**src/hw/rtl/rpb_pkg.sv**
```systemverilog
// Shared types, register indexes and reset constants for the RC pulse to
// bridge PWM block. No dependencies.
`timescale 1ns / 1ps

package rpb_pkg;

   localparam int COUNT_BITS_DEFAULT = 16;
   localparam int REG_W              = 16;
   localparam int CSR_ADDR_W         = 3;
   localparam int REQ_DATA_W         = 8;
   localparam int RSP_DATA_W         = 24;

   localparam logic [REG_W-1:0] PULSE_OFFSET_RST = 16'h00A0;
   localparam logic [REG_W-1:0] PWM_TOP_RST      = 16'h0125;
   localparam logic [REG_W-1:0] FORWARD_MIN_RST  = 16'd300;
   localparam logic [REG_W-1:0] REVERSE_LOW_RST  = 16'd100;
   localparam logic [REG_W-1:0] REVERSE_HIGH_RST = 16'd200;

   typedef enum logic [CSR_ADDR_W-1:0] {
      CSR_PULSE_OFFSET = 3'd0,
      CSR_PWM_TOP      = 3'd1,
      CSR_FORWARD_MIN  = 3'd2,
      CSR_REVERSE_LOW  = 3'd3,
      CSR_REVERSE_HIGH = 3'd4
   } csr_idx_type;

   typedef struct packed {
      logic [REG_W-1:0] pulse_offset;
      logic [REG_W-1:0] pwm_top;
      logic [REG_W-1:0] forward_min;
      logic [REG_W-1:0] reverse_low;
      logic [REG_W-1:0] reverse_high;
   } cfg_type;

   // Decoder outputs for the beat being accepted.
   typedef struct packed {
      logic             fwd_en;
      logic             rev_en;
      logic [REG_W-1:0] duty;
   } dec_type;

   // Result beat, last field in the lowest bit.
   typedef struct packed {
      logic [REG_W-1:0] duty_now;
      logic             rev_enabled;
      logic             fwd_enabled;
      logic             rev_out;
      logic             fwd_out;
   } rsp_type;

endpackage

```
**src/hw/rtl/rc_pulse_to_bridge_pwm.sv**
```systemverilog
// RC pulse to bridge PWM top level: one input beat per cycle, one result beat each.
// A result enters the result buffer when its req beat is taken and leaves it on rsp.
// Throughput: one beat per cycle; a two-entry result buffer keeps req open until
// two results wait on rsp.
// Reset: synchronous; registers return to their reset values, both enables set.
// Depends on rpb_pkg, rpb_decode, rpb_pwm, rpb_out_buf.
`timescale 1ns / 1ps

module rc_pulse_to_bridge_pwm #(
   parameter int COUNT_BITS = rpb_pkg::COUNT_BITS_DEFAULT
) (
   input  logic                           clock,
   input  logic                           reset,
   input  logic                           req_tvalid,
   output logic                           req_tready,
   // [0] dir_level, [1] speed_level
   input  logic [rpb_pkg::REQ_DATA_W-1:0] req_tdata,
   output logic                           rsp_tvalid,
   input  logic                           rsp_tready,
   // [0] fwd_out, [1] rev_out, [2] fwd_enabled, [3] rev_enabled, [19:4] duty_now
   output logic [rpb_pkg::RSP_DATA_W-1:0] rsp_tdata,
   input  logic                           csr_we,
   input  logic [rpb_pkg::CSR_ADDR_W-1:0] csr_addr,
   input  logic [rpb_pkg::REG_W-1:0]      csr_wdata
);

   rpb_pkg::cfg_type          cfg_ff;
   rpb_pkg::dec_type          dec;
   rpb_pkg::rsp_type          rsp_new, rsp_head;
   logic                      accept;
   logic [rpb_pkg::REG_W-1:0] pwm_count;
   logic [1:0]                buf_level;

   assign accept = req_tvalid && req_tready;

   always_ff @(posedge clock) begin
      if (reset) begin
         cfg_ff.pulse_offset <= rpb_pkg::PULSE_OFFSET_RST;
         cfg_ff.pwm_top      <= rpb_pkg::PWM_TOP_RST;
         cfg_ff.forward_min  <= rpb_pkg::FORWARD_MIN_RST;
         cfg_ff.reverse_low  <= rpb_pkg::REVERSE_LOW_RST;
         cfg_ff.reverse_high <= rpb_pkg::REVERSE_HIGH_RST;
      end else if (csr_we) begin
         case (csr_addr)
            rpb_pkg::CSR_PULSE_OFFSET: cfg_ff.pulse_offset <= csr_wdata;
            rpb_pkg::CSR_PWM_TOP:      cfg_ff.pwm_top      <= csr_wdata;
            rpb_pkg::CSR_FORWARD_MIN:  cfg_ff.forward_min  <= csr_wdata;
            rpb_pkg::CSR_REVERSE_LOW:  cfg_ff.reverse_low  <= csr_wdata;
            rpb_pkg::CSR_REVERSE_HIGH: cfg_ff.reverse_high <= csr_wdata;
            default: ;
         endcase
      end
   end

   rpb_decode #(
      .COUNT_BITS (COUNT_BITS)
   ) u_decode (
      .clock       (clock),
      .reset       (reset),
      .accept      (accept),
      .dir_level   (req_tdata[0]),
      .speed_level (req_tdata[1]),
      .cfg         (cfg_ff),
      .dec         (dec)
   );

   rpb_pwm u_pwm (
      .clock   (clock),
      .reset   (reset),
      .accept  (accept),
      .pwm_top (cfg_ff.pwm_top),
      .dec     (dec),
      .rsp     (rsp_new),
      .count   (pwm_count)
   );

   rpb_out_buf u_out_buf (
      .clock     (clock),
      .reset     (reset),
      .push      (accept),
      .push_data (rsp_new),
      .has_room  (req_tready),
      .out_valid (rsp_tvalid),
      .out_ready (rsp_tready),
      .out_data  (rsp_head),
      .level     (buf_level)
   );

   assign rsp_tdata = {{(rpb_pkg::RSP_DATA_W - $bits(rpb_pkg::rsp_type)){1'b0}}, rsp_head};

   a_buf_level: assert property (@(posedge clock) disable iff (reset)
      buf_level != 2'd3)
      else $error("result buffer overfilled");

   a_full_valid: assert property (@(posedge clock) disable iff (reset)
      !req_tready |-> rsp_tvalid)
      else $error("buffer full without a valid result");

   a_pwm_wrap: assert property (@(posedge clock) disable iff (reset)
      (accept && (pwm_count >= cfg_ff.pwm_top)) |=> (pwm_count == '0))
      else $error("pwm counter did not wrap at top");

   a_one_dir: assert property (@(posedge clock) disable iff (reset)
      (accept && (req_tdata[0] != $past(req_tdata[0])) && rsp_new.fwd_enabled)
         |-> !rsp_new.rev_enabled)
      else $error("both bridge directions chosen on a direction edge");

endmodule

```
**src/hw/rtl/rpb_decode.sv**
```systemverilog
// Pulse width decoder: edge detect, width counters, bridge enables and duty.
// Depends on rpb_pkg.
`timescale 1ns / 1ps

module rpb_decode #(
   parameter int COUNT_BITS = rpb_pkg::COUNT_BITS_DEFAULT
) (
   input  logic             clock,
   input  logic             reset,
   input  logic             accept,
   input  logic             dir_level,
   input  logic             speed_level,
   input  rpb_pkg::cfg_type cfg,
   output rpb_pkg::dec_type dec
);

   localparam int CMP_W = (COUNT_BITS > rpb_pkg::REG_W) ? COUNT_BITS : rpb_pkg::REG_W;
   localparam logic [COUNT_BITS-1:0] CNT_MAX = {COUNT_BITS{1'b1}};

   logic                  prev_dir_ff, prev_dir_in;
   logic                  prev_speed_ff, prev_speed_in;
   logic                  dir_armed_ff, dir_armed_in;
   logic                  speed_armed_ff, speed_armed_in;
   logic [COUNT_BITS-1:0] dir_width_ff, dir_width_in;
   logic [COUNT_BITS-1:0] speed_width_ff, speed_width_in;
   logic                  fwd_en_ff, fwd_en_in;
   logic                  rev_en_ff, rev_en_in;
   logic [rpb_pkg::REG_W-1:0] duty_ff, duty_in;

   logic                  dir_edge, speed_edge;
   logic                  dir_arm_mid, speed_arm_mid;
   logic [COUNT_BITS-1:0] dir_w_mid, speed_w_mid;
   logic [CMP_W-1:0]      dir_w_ext, speed_w_ext;
   logic [CMP_W-1:0]      fmin_ext, rlow_ext, rhigh_ext, off_ext, top_ext;
   logic [CMP_W-1:0]      diff, clamped;

   always_comb begin
      dir_edge   = dir_level != prev_dir_ff;
      speed_edge = speed_level != prev_speed_ff;

      dir_w_ext   = CMP_W'(dir_width_ff);
      speed_w_ext = CMP_W'(speed_width_ff);
      fmin_ext    = CMP_W'(cfg.forward_min);
      rlow_ext    = CMP_W'(cfg.reverse_low);
      rhigh_ext   = CMP_W'(cfg.reverse_high);
      off_ext     = CMP_W'(cfg.pulse_offset);
      top_ext     = CMP_W'(cfg.pwm_top);

      fwd_en_in = fwd_en_ff;
      rev_en_in = rev_en_ff;
      if (dir_edge) begin
         fwd_en_in = dir_w_ext >= fmin_ext;
         rev_en_in = !(dir_w_ext >= fmin_ext) &&
                     (dir_w_ext >= rlow_ext) && (dir_w_ext <= rhigh_ext);
      end

      diff    = (speed_w_ext > off_ext) ? (speed_w_ext - off_ext) : '0;
      clamped = (diff > top_ext) ? top_ext : diff;
      duty_in = speed_edge ? rpb_pkg::REG_W'(clamped) : duty_ff;

      dir_arm_mid   = dir_edge ? 1'b1 : dir_armed_ff;
      dir_w_mid     = dir_edge ? '0 : dir_width_ff;
      speed_arm_mid = speed_edge ? 1'b1 : speed_armed_ff;
      speed_w_mid   = speed_edge ? '0 : speed_width_ff;

      dir_armed_in = dir_arm_mid;
      dir_width_in = dir_w_mid;
      if (dir_level && dir_arm_mid) begin
         if (dir_w_mid != CNT_MAX) dir_width_in = dir_w_mid + 1'b1;
      end else begin
         dir_armed_in = 1'b0;
      end

      speed_armed_in = speed_arm_mid;
      speed_width_in = speed_w_mid;
      if (speed_level && speed_arm_mid) begin
         if (speed_w_mid != CNT_MAX) speed_width_in = speed_w_mid + 1'b1;
      end else begin
         speed_armed_in = 1'b0;
      end

      prev_dir_in   = dir_level;
      prev_speed_in = speed_level;

      dec.fwd_en = fwd_en_in;
      dec.rev_en = rev_en_in;
      dec.duty   = duty_in;
   end

   always_ff @(posedge clock) begin
      if (reset) begin
         prev_dir_ff    <= 1'b0;
         prev_speed_ff  <= 1'b0;
         dir_armed_ff   <= 1'b0;
         speed_armed_ff <= 1'b0;
         dir_width_ff   <= '0;
         speed_width_ff <= '0;
         fwd_en_ff      <= 1'b1;
         rev_en_ff      <= 1'b1;
         duty_ff        <= '0;
      end else if (accept) begin
         prev_dir_ff    <= prev_dir_in;
         prev_speed_ff  <= prev_speed_in;
         dir_armed_ff   <= dir_armed_in;
         speed_armed_ff <= speed_armed_in;
         dir_width_ff   <= dir_width_in;
         speed_width_ff <= speed_width_in;
         fwd_en_ff      <= fwd_en_in;
         rev_en_ff      <= rev_en_in;
         duty_ff        <= duty_in;
      end
   end

endmodule

```
**src/hw/rtl/rpb_pwm.sv**
```systemverilog
// Fast PWM counter and bridge output compare.
// Depends on rpb_pkg.
`timescale 1ns / 1ps

module rpb_pwm (
   input  logic                      clock,
   input  logic                      reset,
   input  logic                      accept,
   input  logic [rpb_pkg::REG_W-1:0] pwm_top,
   input  rpb_pkg::dec_type          dec,
   output rpb_pkg::rsp_type          rsp,
   output logic [rpb_pkg::REG_W-1:0] count
);

   logic [rpb_pkg::REG_W-1:0] count_ff, count_in;
   logic                      below;

   always_comb begin
      below           = count_ff < dec.duty;
      rsp.fwd_out     = dec.fwd_en && below;
      rsp.rev_out     = dec.rev_en && below;
      rsp.fwd_enabled = dec.fwd_en;
      rsp.rev_enabled = dec.rev_en;
      rsp.duty_now    = dec.duty;
      count_in        = (count_ff >= pwm_top) ? '0 : count_ff + 1'b1;
   end

   assign count = count_ff;

   always_ff @(posedge clock) begin
      if (reset) begin
         count_ff <= '0;
      end else if (accept) begin
         count_ff <= count_in;
      end
   end

endmodule

```
**src/hw/rtl/rpb_out_buf.sv**
```systemverilog
// Two-entry result buffer between the PWM compare and the rsp channel.
// Depends on rpb_pkg.
`timescale 1ns / 1ps

module rpb_out_buf (
   input  logic             clock,
   input  logic             reset,
   input  logic             push,
   input  rpb_pkg::rsp_type push_data,
   output logic             has_room,
   output logic             out_valid,
   input  logic             out_ready,
   output rpb_pkg::rsp_type out_data,
   output logic [1:0]       level
);

   rpb_pkg::rsp_type mem_ff [2];
   logic             wr_ptr_ff, wr_ptr_in;
   logic             rd_ptr_ff, rd_ptr_in;
   logic [1:0]       cnt_ff, cnt_in;
   logic             pop;

   always_comb begin
      pop       = out_valid && out_ready;
      wr_ptr_in = push ? ~wr_ptr_ff : wr_ptr_ff;
      rd_ptr_in = pop ? ~rd_ptr_ff : rd_ptr_ff;
      cnt_in    = cnt_ff + {1'b0, push} - {1'b0, pop};
   end

   assign has_room  = cnt_ff != 2'd2;
   assign out_valid = cnt_ff != 2'd0;
   assign out_data  = mem_ff[rd_ptr_ff];
   assign level     = cnt_ff;

   always_ff @(posedge clock) begin
      if (push) mem_ff[wr_ptr_ff] <= push_data;
   end

   always_ff @(posedge clock) begin
      if (reset) begin
         wr_ptr_ff <= 1'b0;
         rd_ptr_ff <= 1'b0;
         cnt_ff    <= 2'd0;
      end else begin
         wr_ptr_ff <= wr_ptr_in;
         rd_ptr_ff <= rd_ptr_in;
         cnt_ff    <= cnt_in;
      end
   end

endmodule

```
**config.mk**
```make
export PLATFORM = sky130hd
export DESIGN_NAME = rc_pulse_to_bridge_pwm
export DESIGN_NICKNAME = d
export VERILOG_FILES = /design/src/hw/rtl/rpb_pkg.sv /design/src/hw/rtl/rc_pulse_to_bridge_pwm.sv /design/src/hw/rtl/rpb_decode.sv /design/src/hw/rtl/rpb_pwm.sv /design/src/hw/rtl/rpb_out_buf.sv
export SDC_FILE = /design/constraint.sdc
export NUM_CORES = 1
export LEC_CHECK = 0
export BUFFER_PORTS_ARGS = -buffer_cell sky130_fd_sc_hd__buf_2
export CAP_MARGIN = 20
export CORE_ASPECT_RATIO = 0.5
export CORE_MARGIN = 2
export CORE_UTILIZATION = 28
export CTS_BUF_LIST = sky130_fd_sc_hd__clkbuf_8
export CTS_CLUSTER_SIZE = 20
export DETAILED_ROUTE_END_ITERATION = 8
export PLACE_DENSITY = 0.42
export SETUP_SLACK_MARGIN = 0.15
export SYNTH_ARGS = -nofsm -noshare
export SYNTH_HDL_FRONTEND = slang
export SYNTH_SLANG_ARGS = --single-unit
```
**constraint.sdc**
```tcl
create_clock -name clock -period 4.5 [get_ports clock]
set_input_delay 0.675 -clock clock [delete_from_list [all_inputs] [get_ports clock]]
set_output_delay 0.675 -clock clock [all_outputs]
set_load 0.005 [all_outputs]
```
==> results.md, run 1 <==
* Hold-fix buffers at CTS at 0
* Tightest Pin Transition at 984 ps
* Register Area at 4330 um^2
* Nets at 1,699
* Die area at 43,300 um^2
* Final wirelength at approximately 37 mm
* Clock latency on the worst-skew pair at 510 ps
* P per Cell Area at 289 nW/um^2
* Die height at 148 um
* Drt pass-1 iters at 5
* Mapped Cells at 1,382
* Worst endpoint required time at 4750 ps
* Setup TNS at -2290 ps
* Worst setup EP type: flop
* Share of cells above drive strength 1 at 0.253
* # rows at 52
* Slew HR at 0.343
* Starting Density at 0.286
* Final hold viol count at 0
* Max VDD drop at 173 uV
* First-pass GRT wire length at 57.6 mm
* Total Power at approximately 4.2 mW
* Tot GR Track Use at 0.173
* Slew Viols, Final at 0
* RSZ-0062 raised after global routing: true
* Initial antenna violation count at 0
* Top-Level Pins at 58
* DP HPWL at ~28 mm
* Final period utilization at 1.13
* Async S/R FF share, synth at 0
* Sw Pwr at 1.33 mW
* Number of synthesized flops with an enable pin at 40
* Max FO, Critical Path at 8
* Yosys top cell by area: dfxtp_1
* Largest net degree at the start of global routing at 61
* Leak Pwr at 5.93 nW
* Worst Hold Class: input pin to flop
* Antenna Cells at 0
* Width of the die at 292 um
* Vias at ~10,000
* Synth cell types at 77
* Crit path DAT at 5340 ps
* Failing checks: negative setup slack
* Detail Route Antenna Nets at 0
* Final setup viols at 4
* Comb pwr share at 0.228
* Clock Pin Slew Worst Setup and Hold Paths at 110 ps
* Synth Register Bits at 195
* Status: complete, but fails checks
* Max-Cap Viols at 0
* DRT iter0 DRCs at 569
* CTS Buf Count at 17
* Sink Count at 195
* R2R setup slack at -590 ps
* # H-tree levels at 4
* Synthesis Warnings at 0
* CTS tree: yes
* Vias in the first global route at 10,000
* P_int at 2.88 mW
* Count leader, synth: nand2_1
* Clock Path Buffers at 2
* Post-Place Worst Slack at -873 ps
* Clk root buf: clkbuf_8
* Avg Cell Area, Syn at approximately 8.4 um^2
* Fmax at 0.197 GHz
* Main synth FF type: dfxtp_1
* Area share of the largest cell type after synthesis at 0.266
* Grt ovf at 0
* Switching share of power at 0.316
* Crit start category: flop
* Vias/cell at 4.91
* Area contributors post-synth: dfxtp_1 27%, ha_1 12%, edfxtp_1 10%
* CP Class: flop to flop
* Area occupied by multi-input gates at 7250 um^2
* Routed WL per cell at 17.4 um
* Top cells by count, synth: 214 x nand2_1, 155 x dfxtp_1, 141 x a21oi_1
* DRC at 0
* Fin Clk Skew at 18.7 ps
* Final WS setup at -589 ps
* Final Wtd Congestion at approximately 0.86
* Fill count at 4,224
* Fin crit period at a little over 5000 ps
* Reg power frac at 0.484
* Sequential cell area fraction in the yosys report at 0.369
* P&R area growth vs syn at 25.2%
* Placeable core area at 40,700 um^2
* Netlist area before placement at 11,600 um^2
* Clock share of power at 0.287
* Count of input and output buffers at 47
[state kept, by name, indices dropped and copies added, names as in the netlist, named ones only]
| register | cells |
|---|---|
| u_out_buf.rd_ptr_ff | 1 |
| u_decode.rev_en_ff | 1 |
| u_pwm.count | 16 |
| u_decode.prev_dir_ff | 1 |
| u_out_buf.wr_ptr_ff | 1 |
| u_decode.duty_ff | 16 |
| u_decode.speed_w_ext | 16 |
| u_decode.dir_armed_ff | 1 |
| u_decode.speed_armed_ff | 1 |
| cfg_ff | 80 |
| u_out_buf.level | 2 |
| u_out_buf.mem_ff | 40 |
| u_decode.prev_speed_ff | 1 |
| u_decode.fwd_en_ff | 1 |
| u_decode.dir_w_ext | 16 |
[stage by stage]
step           cell area, um^2  utilization  instances  hold WS (ps)
2_1_floorplan            11700            -       1385           436
5_1_grt                  14600        0.358       2103           420
3_3_place_gp             13300        0.327       2039           444
6_report                 14600        0.358       2103           450
4_1_cts                  14400        0.355       2095           407
3_5_place_dp             13400        0.328       2042           447
[what timing repair did]
| item | in CTS | in global routing |
|---|---|---|
| cloned | 1 | 0 |
| gates resized for setup | 105 | 18 |
| pin swaps | 37 | 18 |
| buffers inserted | 20 | 7 |
| setup endpoints to repair | 4 | 21 |
[cell usage in the layout, fill, tap and decap left out, types with 9 or more instances in the layout]
master and instances:
o21ai_0 18, a21oi_2 22, edfxtp_1 40, a21o_1 41, nand3b_1 13, a211o_1 12, nand3_1 36, o21a_1 13
and3_1 16, buf_2 47, dfxtp_1 137, clkbuf_8 18, nand2b_1 9, inv_1 91, nor2_1 111, a211oi_1 19
a21oi_1 125, buf_4 153, and2_1 10, ha_4 15, ha_1 99, nand2_1 214, dfxtp_2 16, nor3_1 23
xor2_1 18, nand4_1 32, xnor2_1 21, mux2_2 20
[cell families after synthesis]
group	after synthesis	synth area share
simple gates	525	0.216
other cells	1	0.000322
xor+xnor	42	0.0338
mux	20	0.0193
fa+ha+maj	117	0.126
compound gates	318	0.177
flops	195	0.369
buf+inv	164	0.0575
[final cells by class]
type | count | area share
timing repair buffer | 211 | 0.106
inverter | 99 | 0.0257
sequential | 195 | 0.297
multi-input combinational | 1026 | 0.497
tap | 540 | 0.0463
clock buffer | 18 | 0.0170
clock inverter | 14 | 0.0104
[critical path: stages (launching register included)]
cell	delay, ps
dfxtp_2	340
inv_1	60
ha_1	290
nand4_1	140
or4_4	590
o21ai_4	110
buf_6	130
buf_12	130
nor2_1	50
ha_1	320
nand4_1	170
or3_4	440
o221a_4	330
nor3_4	160
a21oi_4	60
a21o_1	200
ha_4	270
a21o_1	110
a21o_1	120
a21oi_2	80
buf_4	140
a211o_1	320
a31oi_4	190
a21oi_2	90
[per-layer routing]
metal,global-route usage,share of wire,up-vias
li1,-,-,5177
met1,0.233,0.49,4949
met2,0.284,0.46,156
met3,0.0288,0.035,35
met4,0.0510,0.019,0
met5,0,0,-
[worst paths after layout]
| path | start | endpoint | cells past startpoint |
|---|---|---|---|
| hold / removal | csr_wdata[4] | cfg_ff[68] | 3 |
| setup / recovery | cfg_ff[76] | u_out_buf.mem_ff[1][1] | 23 |
| setup reg to reg | cfg_ff[76] | u_out_buf.mem_ff[1][1] | 23 |
| hold reg to reg | cfg_ff[67] | cfg_ff[67] | 2 |
[power by group through the flow]
stage | Combinational [mW] | Sequential [mW] | Clock, mW
floorplan | 0.597 | 2.04 | 0
global placement | 0.900 | 2.08 | 0
detailed placement | 0.921 | 2.09 | 0
CTS | 0.965 | 2.05 | 1.25
global route | 1.08 | 2.06 | 1.33
finish | 0.963 | 2.04 | 1.21
No activity file was read; power rests on OpenSTA's default activity.
==> run 2, diff against run 1 <==
Settings changed: PLACE_DENSITY 0.42 to 0.53.
==> run 2 against run 1 <==
The flow still finishes with violations (negative setup slack). First-iteration DRC count grew 8.3%. Maximum frequency grew 1.4%. Clock skew grew 4.3 ps. Sequential power is essentially flat. Critical path type unchanged.
==> results.md, run 2 (same netlist as run 1, synthesis figures left out) <==
* Final period utilization at 1.11 (-0.0161)
* Starting Density at 0.286 (unchanged)
* Width of the die at 292 um (unchanged)
* Slew Viols, Final at 0 (unchanged)
* DRT iter0 DRCs at 616 (+8.3%)
* Vias in the first global route at 9,491 (-5.3%)
* Commonest non-fill, non-tap cell in the layout: nand2_1
* # rows at 52 (unchanged)
* Max FO, Critical Path at 6 (-2)
* Reg power frac at 0.479 (-0.005)
* Failing checks: negative setup slack
* Antenna Cells at 0 (unchanged)
* Final Cell Area at 14,300 um^2 (-1.6%)
* RSZ-0062 raised after global routing: true
* Share of cells above drive strength 1 at 0.226 (-0.0276)
* DRC at 0 (unchanged)
* Max VDD drop at 191 uV (+10%)
* Hold-fix buffers at CTS at 0 (unchanged)
* Most frequent cells in the layout: 214 x nand2_1, 149 x dfxtp_1, 141 x buf_4, 128 x a21oi_1, 113 x nor2_1
* Comb pwr share at 0.219 (-0.009)
* Fin crit period at 5020 ps (-72.5 ps)
* Minimum hold slack at 460 ps (+9.72 ps)
* Drt pass-1 iters at 5 (unchanged)
* Post-Place Worst Slack at -898 ps (-25.0 ps)
* Initial antenna violation count at 0 (unchanged)
* Tightest Pin Transition at 1080 ps (+96.2 ps)
* Clock Path Buffers at 2 (unchanged)
* Clock latency on the worst-skew pair at 510 ps (about the same)
* Clock Pin Slew Worst Setup and Hold Paths at 100 ps (about the same)
* CTS tree: yes
* Worst setup EP type: flop
* Nets at 1,684 (-0.88%)
* P per Cell Area at 297 nW/um^2 (+2.7%)
* Final setup viols at 4 (unchanged)
* Count of input and output buffers at 47 (unchanged)
* DP HPWL at 24.9 mm (-10%)
* Sink Count at 195 (unchanged)
* Max reg flops at 80 (unchanged)
* Largest register by flop count: cfg_ff
* Final Wtd Congestion at 0.894 (+4.3%)
* Crit path DAT at 5360 ps (+20 ps)
* Status: complete, but fails checks
* Switching share of power at 0.299 (-0.0176)
* Die height at 148 um (unchanged)
* # H-tree levels at 4 (unchanged)
* Fmax at 0.199 GHz (+1.4%)
* P&R area growth vs syn at 23.2%
* Largest regs: cfg_ff (80), u_out_buf.mem_ff (40)
* CTS Buf Count at 17 (unchanged)
* Worst Hold Class: flop to flop
* Detail Route Antenna Nets at 0 (unchanged)
* Vias/cell at 4.82 (-1.7%)
* Vias at 10,100 (-2.5%)
* Final WS setup at -517 ps (+72.5 ps)
* Placeable core area at 40,700 um^2 (unchanged)
* Tot GR Track Use at 0.157 (-0.0156)
* Clk root buf: clkbuf_8
* Clock share of power at 0.302 (+0.015)
* Final wirelength at 33.4 mm (-8.9%)
* First-pass GRT wire length at 53.0 mm (-8.1%)
* CP Class: flop to flop
* Largest net degree at the start of global routing at 110 (+80%)
* Final hold viol count at 0 (unchanged)
* Top-Level Pins at 58 (unchanged)
* Crit start category: flop
* Fin Clk Skew at 23.0 ps (+4.29 ps)
* Placed cell areas at 13,300 um^2 (-0.29%)
* Routed WL per cell at 16.0 um (-8.1%)
* Slew HR at 0.273 (-0.0699)
* Final core occ at 0.352 (-0.00581)
* Worst endpoint required time at 4850 ps (+100 ps)
* Max-Cap Viols at 0 (unchanged)
* Grt ovf at 0 (unchanged)
* P_int at 2.99 mW (+3.6%)
* Die area at 43,300 um^2 (unchanged)
* Sw Pwr at 1.27 mW (-4.6%)
* Leak Pwr at 5.86 nW (-1.1%)
-- run 2: cell types whose count changed in the layout (fill, tap and decap cells not counted), sizes merged --
cell | previous run | this run
buf | 211 | 195
bufinv | 2 | 4
clkbuf | 18 | 19
clkinv | 5 | 1
clkinvlp | 0 | 1
inv | 106 | 104
o221a | 1 | 2
-- run 2: stage by stage --
step                TNS, ps  std cells  power, mW
floorplan             -1190       1385       2.63
global placement      -2760       2034       2.97
detailed placement    -3520       2035       2.98
CTS                   -1870       2082       4.31
global route          -2880       2086       4.50
finish                -2010       2086       4.26
-- run 2: final timing paths --
| path | start | to | slack (ps) | depth (start not counted) |
|---|---|---|---|---|
| setup / recovery | cfg_ff[65] | u_out_buf.mem_ff[0][0] | -520 | 26 |
| setup reg to reg | cfg_ff[65] | u_out_buf.mem_ff[0][0] | -520 | 26 |
| hold / removal | cfg_ff[70] | cfg_ff[70] | 460 | 2 |
| hold reg to reg | cfg_ff[70] | cfg_ff[70] | 460 | 2 |
-- run 2: final cells by class --
class | count | area [um^2]
clock buffer | 19 | 262
clock inverter | 11 | 175
inverter | 99 | 374
sequential | 195 | 4310
timing repair buffer | 195 | 1420
fill | 4222 | 26400
multi-input combinational | 1027 | 7120
tap | 540 | 676
-- run 2: routing by layer --
layer,vias up,track usage,share of wire
met4,0,0.0492,0.021
met2,164,0.252,0.45
met3,38,0.0285,0.035
li1,5159,-,-
met1,4694,0.214,0.50
met5,-,0,0
-- run 2: worst max-delay path, cell delays in order (launching register included) --
cell and delay [ps]:
dfxtp_2 340, inv_2 50, ha_4 260, buf_4 100
nand4_1 110, or4_4 590, o21ai_4 90, buf_6 160
nor3_4 50, ha_1 300, nand4_1 130, buf_4 160
or4_4 580, inv_4 90, buf_12 120, nor3_4 50
a21oi_4 130, a21o_1 160, ha_4 200, a21o_1 150
a21o_1 180, a21oi_2 110, o211ai_1 110, a21oi_2 250
buf_4 150, nand2_1 50, a21oi_2 160
-- run 2: power by group through the flow --
stage          Combinational (mW)  Clock [mW]  Sequential, mW
3_5_place_dp                0.896           0            2.08
2_1_floorplan               0.597           0            2.04
6_report                    0.932        1.29            2.04
4_1_cts                     0.931        1.33            2.05
5_1_grt                      1.04        1.39            2.06
3_3_place_gp                0.891           0            2.08
-- run 2: repair_timing --
action                                 4_1_cts  5_1_grt
gates resized for setup                     75       12
pin swaps                                   41       14
buffers inserted                            16        3
setup endpoints to repair                    4        6
gates cloned                                 1        0
endpoints found under the hold margin        0        0
==> run 3, diff against run 2 <==
Settings changed: SKIP_CTS_REPAIR_TIMING from default to 1.
==> run 3 against run 2 <==
The run still ends with negative setup slack left. Worst setup slack got worse by 150 ps. Die area did not move. Wire length rose by 0.59%. Flip-flop and latch count did not move. Clock skew rose by 0.99 ps. Non-clock buffer count fell by 6. Highest routed layer unchanged.
==> results.md, run 3 (same netlist as run 1, synthesis figures left out) <==
* Status: complete, but fails checks
* Failing checks: negative setup slack
* Fin crit period at 5160 ps (+146 ps)
* Tightest Pin Transition at 1010 ps (-68.4 ps)
* Worst endpoint required time at 4840 ps (about the same)
* DRT iter0 DRCs at 702 (+14%)
* Fill count at 4,210 (-0.28%)
* Clock latency on the worst-skew pair at 510 ps (about the same)
* Placeable core area at 40,700 um^2 (unchanged)
* Drt pass-1 iters at 5 (unchanged)
* Tot GR Track Use at 0.155 (-0.00237)
* CP peak stage delay at 470 ps (-120 ps)
* Worst setup EP type: flop
* Slew HR at 0.319 (+0.0460)
* P&R area growth vs syn at 23.8%
* Final setup viols at 4 (unchanged)
* Max-Cap Viols at 0 (unchanged)
* Final period utilization at 1.15 (+0.0323)
* P per Cell Area at 296 nW/um^2 (-0.38%)
* Crit path max-delay family: compound AO/OA/AOI/OAI gates
* CTS Buf Count at 17 (unchanged)
* Count of input and output buffers at 47 (unchanged)
* Clock Pin Slew Worst Setup and Hold Paths at 100 ps (about the same)
* Max reg flops at 80 (unchanged)
* Slew Viols, Final at 0 (unchanged)
* Placed cell areas at 13,300 um^2 (unchanged)
* Clock Path Buffers at 2 (unchanged)
* Largest net degree at the start of global routing at 110 (unchanged)
* Non-Filler Instances at 2,080 (-0.29%)
* Reg2Reg Depth at 25 (-3.8%)
* Fmax at 0.194 GHz (-2.8%)
* Starting Density at 0.286 (unchanged)
* FF-to-FF Start: u_decode.speed_w_ext[0]
* Antenna Cells at 0 (unchanged)
* Most frequent cells in the layout: 214 x nand2_1, 149 x dfxtp_1, 130 x buf_4, 128 x a21oi_1, 111 x nor2_1
* Max FO, Critical Path at 8 (+2)
* Worst R2R End: u_out_buf.mem_ff[0][0]
* Slowest cell on crit path: or3_4
* Sink Count at 195 (unchanged)
* Max VDD drop at 177 uV (-7.5%)
* CP Depth at 25 (-3.8%)
* Final Cell Area at 14,400 um^2 (+0.56%)
* Worst setup endpoint: u_out_buf.mem_ff[0][0]
* Buf+Inv Stages, Crit Path at 5 (-2)
* Die height at 148 um (unchanged)
* Worst Hold Class: flop to flop
* Width of the die at 292 um (unchanged)
* Fin Clk Skew at 24.0 ps (+0.990 ps)
* # H-tree levels at 4 (unchanged)
* Grt ovf at 0 (unchanged)
* # rows at 52 (unchanged)
* Clk root buf: clkbuf_8
* Final Wtd Congestion at 0.894 (unchanged)
* RSZ-0062 raised after global routing: true
* Final WS setup at -662 ps (-146 ps)
* Vias/cell at 4.82 (about the same)
* DRC at 0 (unchanged)
* Vias at 10,000 (-0.24%)
* Largest register by flop count: cfg_ff
* Die area at 43,300 um^2 (unchanged)
* R2R setup slack at -660 ps (-150 ps)
* Largest regs: cfg_ff (80), u_out_buf.mem_ff (40)
* Crit path DAT at 5500 ps (+140 ps)
* Initial antenna violation count at 0 (unchanged)
* CTS tree: yes
* Vias in the first global route at 9,287 (-2.1%)
* Share of cells above drive strength 1 at 0.231 (+0.00478)
* DP HPWL at 24.9 mm (unchanged)
* Crit start category: flop
* Nets at 1,678 (-0.36%)
* Final hold viol count at 0 (unchanged)
* Routed WL per cell at 16.1 um (+0.88%)
* CP Class: flop to flop
* Final wirelength at 33.6 mm (+0.59%)
* First-pass GRT wire length at 52.1 mm (-1.8%)
* Top-Level Pins at 58 (unchanged)
* Commonest non-fill, non-tap cell in the layout: nand2_1
* CP Launch Point: u_decode.speed_w_ext[0]
* Placed Cells incl. Taps at 2,035 (unchanged)
* Leak Pwr at 5.84 nW (-0.36%)
* Detail Route Antenna Nets at 0 (unchanged)
run 3: changes by cell type in the layout (fill, tap and decap cells not counted), sizes merged:
| cell | before | now |
|---|---|---|
| buf | 195 | 189 |
run 3: worst register-to-register path, stage by stage, from the launching register on:
cell,delay (ps)
dfxtp_2,340
inv_2,40
ha_4,150
inv_2,60
fa_2,230
nand3_2,100
a21o_1,230
a211oi_2,340
o21ai_4,90
buf_6,150
nor3b_4,230
ha_4,160
nand4_1,160
or3_4,470
o221ai_4,250
nand2_4,140
buf_12,170
buf_4,130
a21oi_2,190
a21o_1,170
ha_1,240
a21oi_1,210
nand2_1,100
nor4_2,320
o21ai_2,130
a21oi_2,180
run 3: routing by layer:
layer  global-route usage  up-vias  part of all wire
met2                0.251      153              0.45
met4               0.0423        0             0.016
met1                0.211     4708              0.50
met5                    0        -                 0
met3               0.0278       29             0.035
li1                     -     5141                 -
run 3: through the flow:
stage               hold slack, ps  utilization  setup slack (ps)  total power, mW  setup TNS (ps)
floorplan                      436            -              -300             2.63           -1190
global placement               442        0.327              -692             2.97           -2760
detailed placement             447        0.327              -898             2.98           -3520
CTS                            412        0.338              -944             4.28           -3700
global route                   432        0.354              -901             4.50           -3510
finish                         460        0.354              -662             4.27           -2550
run 3: final cells by class:
| class | instances | area [um^2] | share of cell area |
|---|---|---|---|
| inverters | 99 | 374 | 0.0259 |
| multi-input cells | 1027 | 7230 | 0.501 |
| clock buffers | 19 | 262 | 0.0181 |
| repair buffers | 189 | 1400 | 0.0967 |
| well taps | 540 | 676 | 0.0468 |
| flip-flops and latches | 195 | 4310 | 0.299 |
| clock inverters | 11 | 175 | 0.0121 |
run 3: worst min path at each step:
stage | start | end | slack [ps] | cells after the start
6_report | cfg_ff[70] | cfg_ff[70] | 460 | 2
3_3_place_gp | cfg_ff[19] | cfg_ff[19] | 440 | 2
5_1_grt | csr_wdata[7] | cfg_ff[23] | 430 | 3
3_5_place_dp | cfg_ff[1] | cfg_ff[1] | 450 | 2
4_1_cts | csr_wdata[7] | cfg_ff[23] | 410 | 3
2_1_floorplan | u_decode.rev_en_ff | u_decode.rev_en_ff | 440 | 2
run 3: power by group:
group / internal [mW] / switching (mW)
clock network: 0.635 / 0.655
registers: 1.95 / 0.0890
logic: 0.402 / 0.534
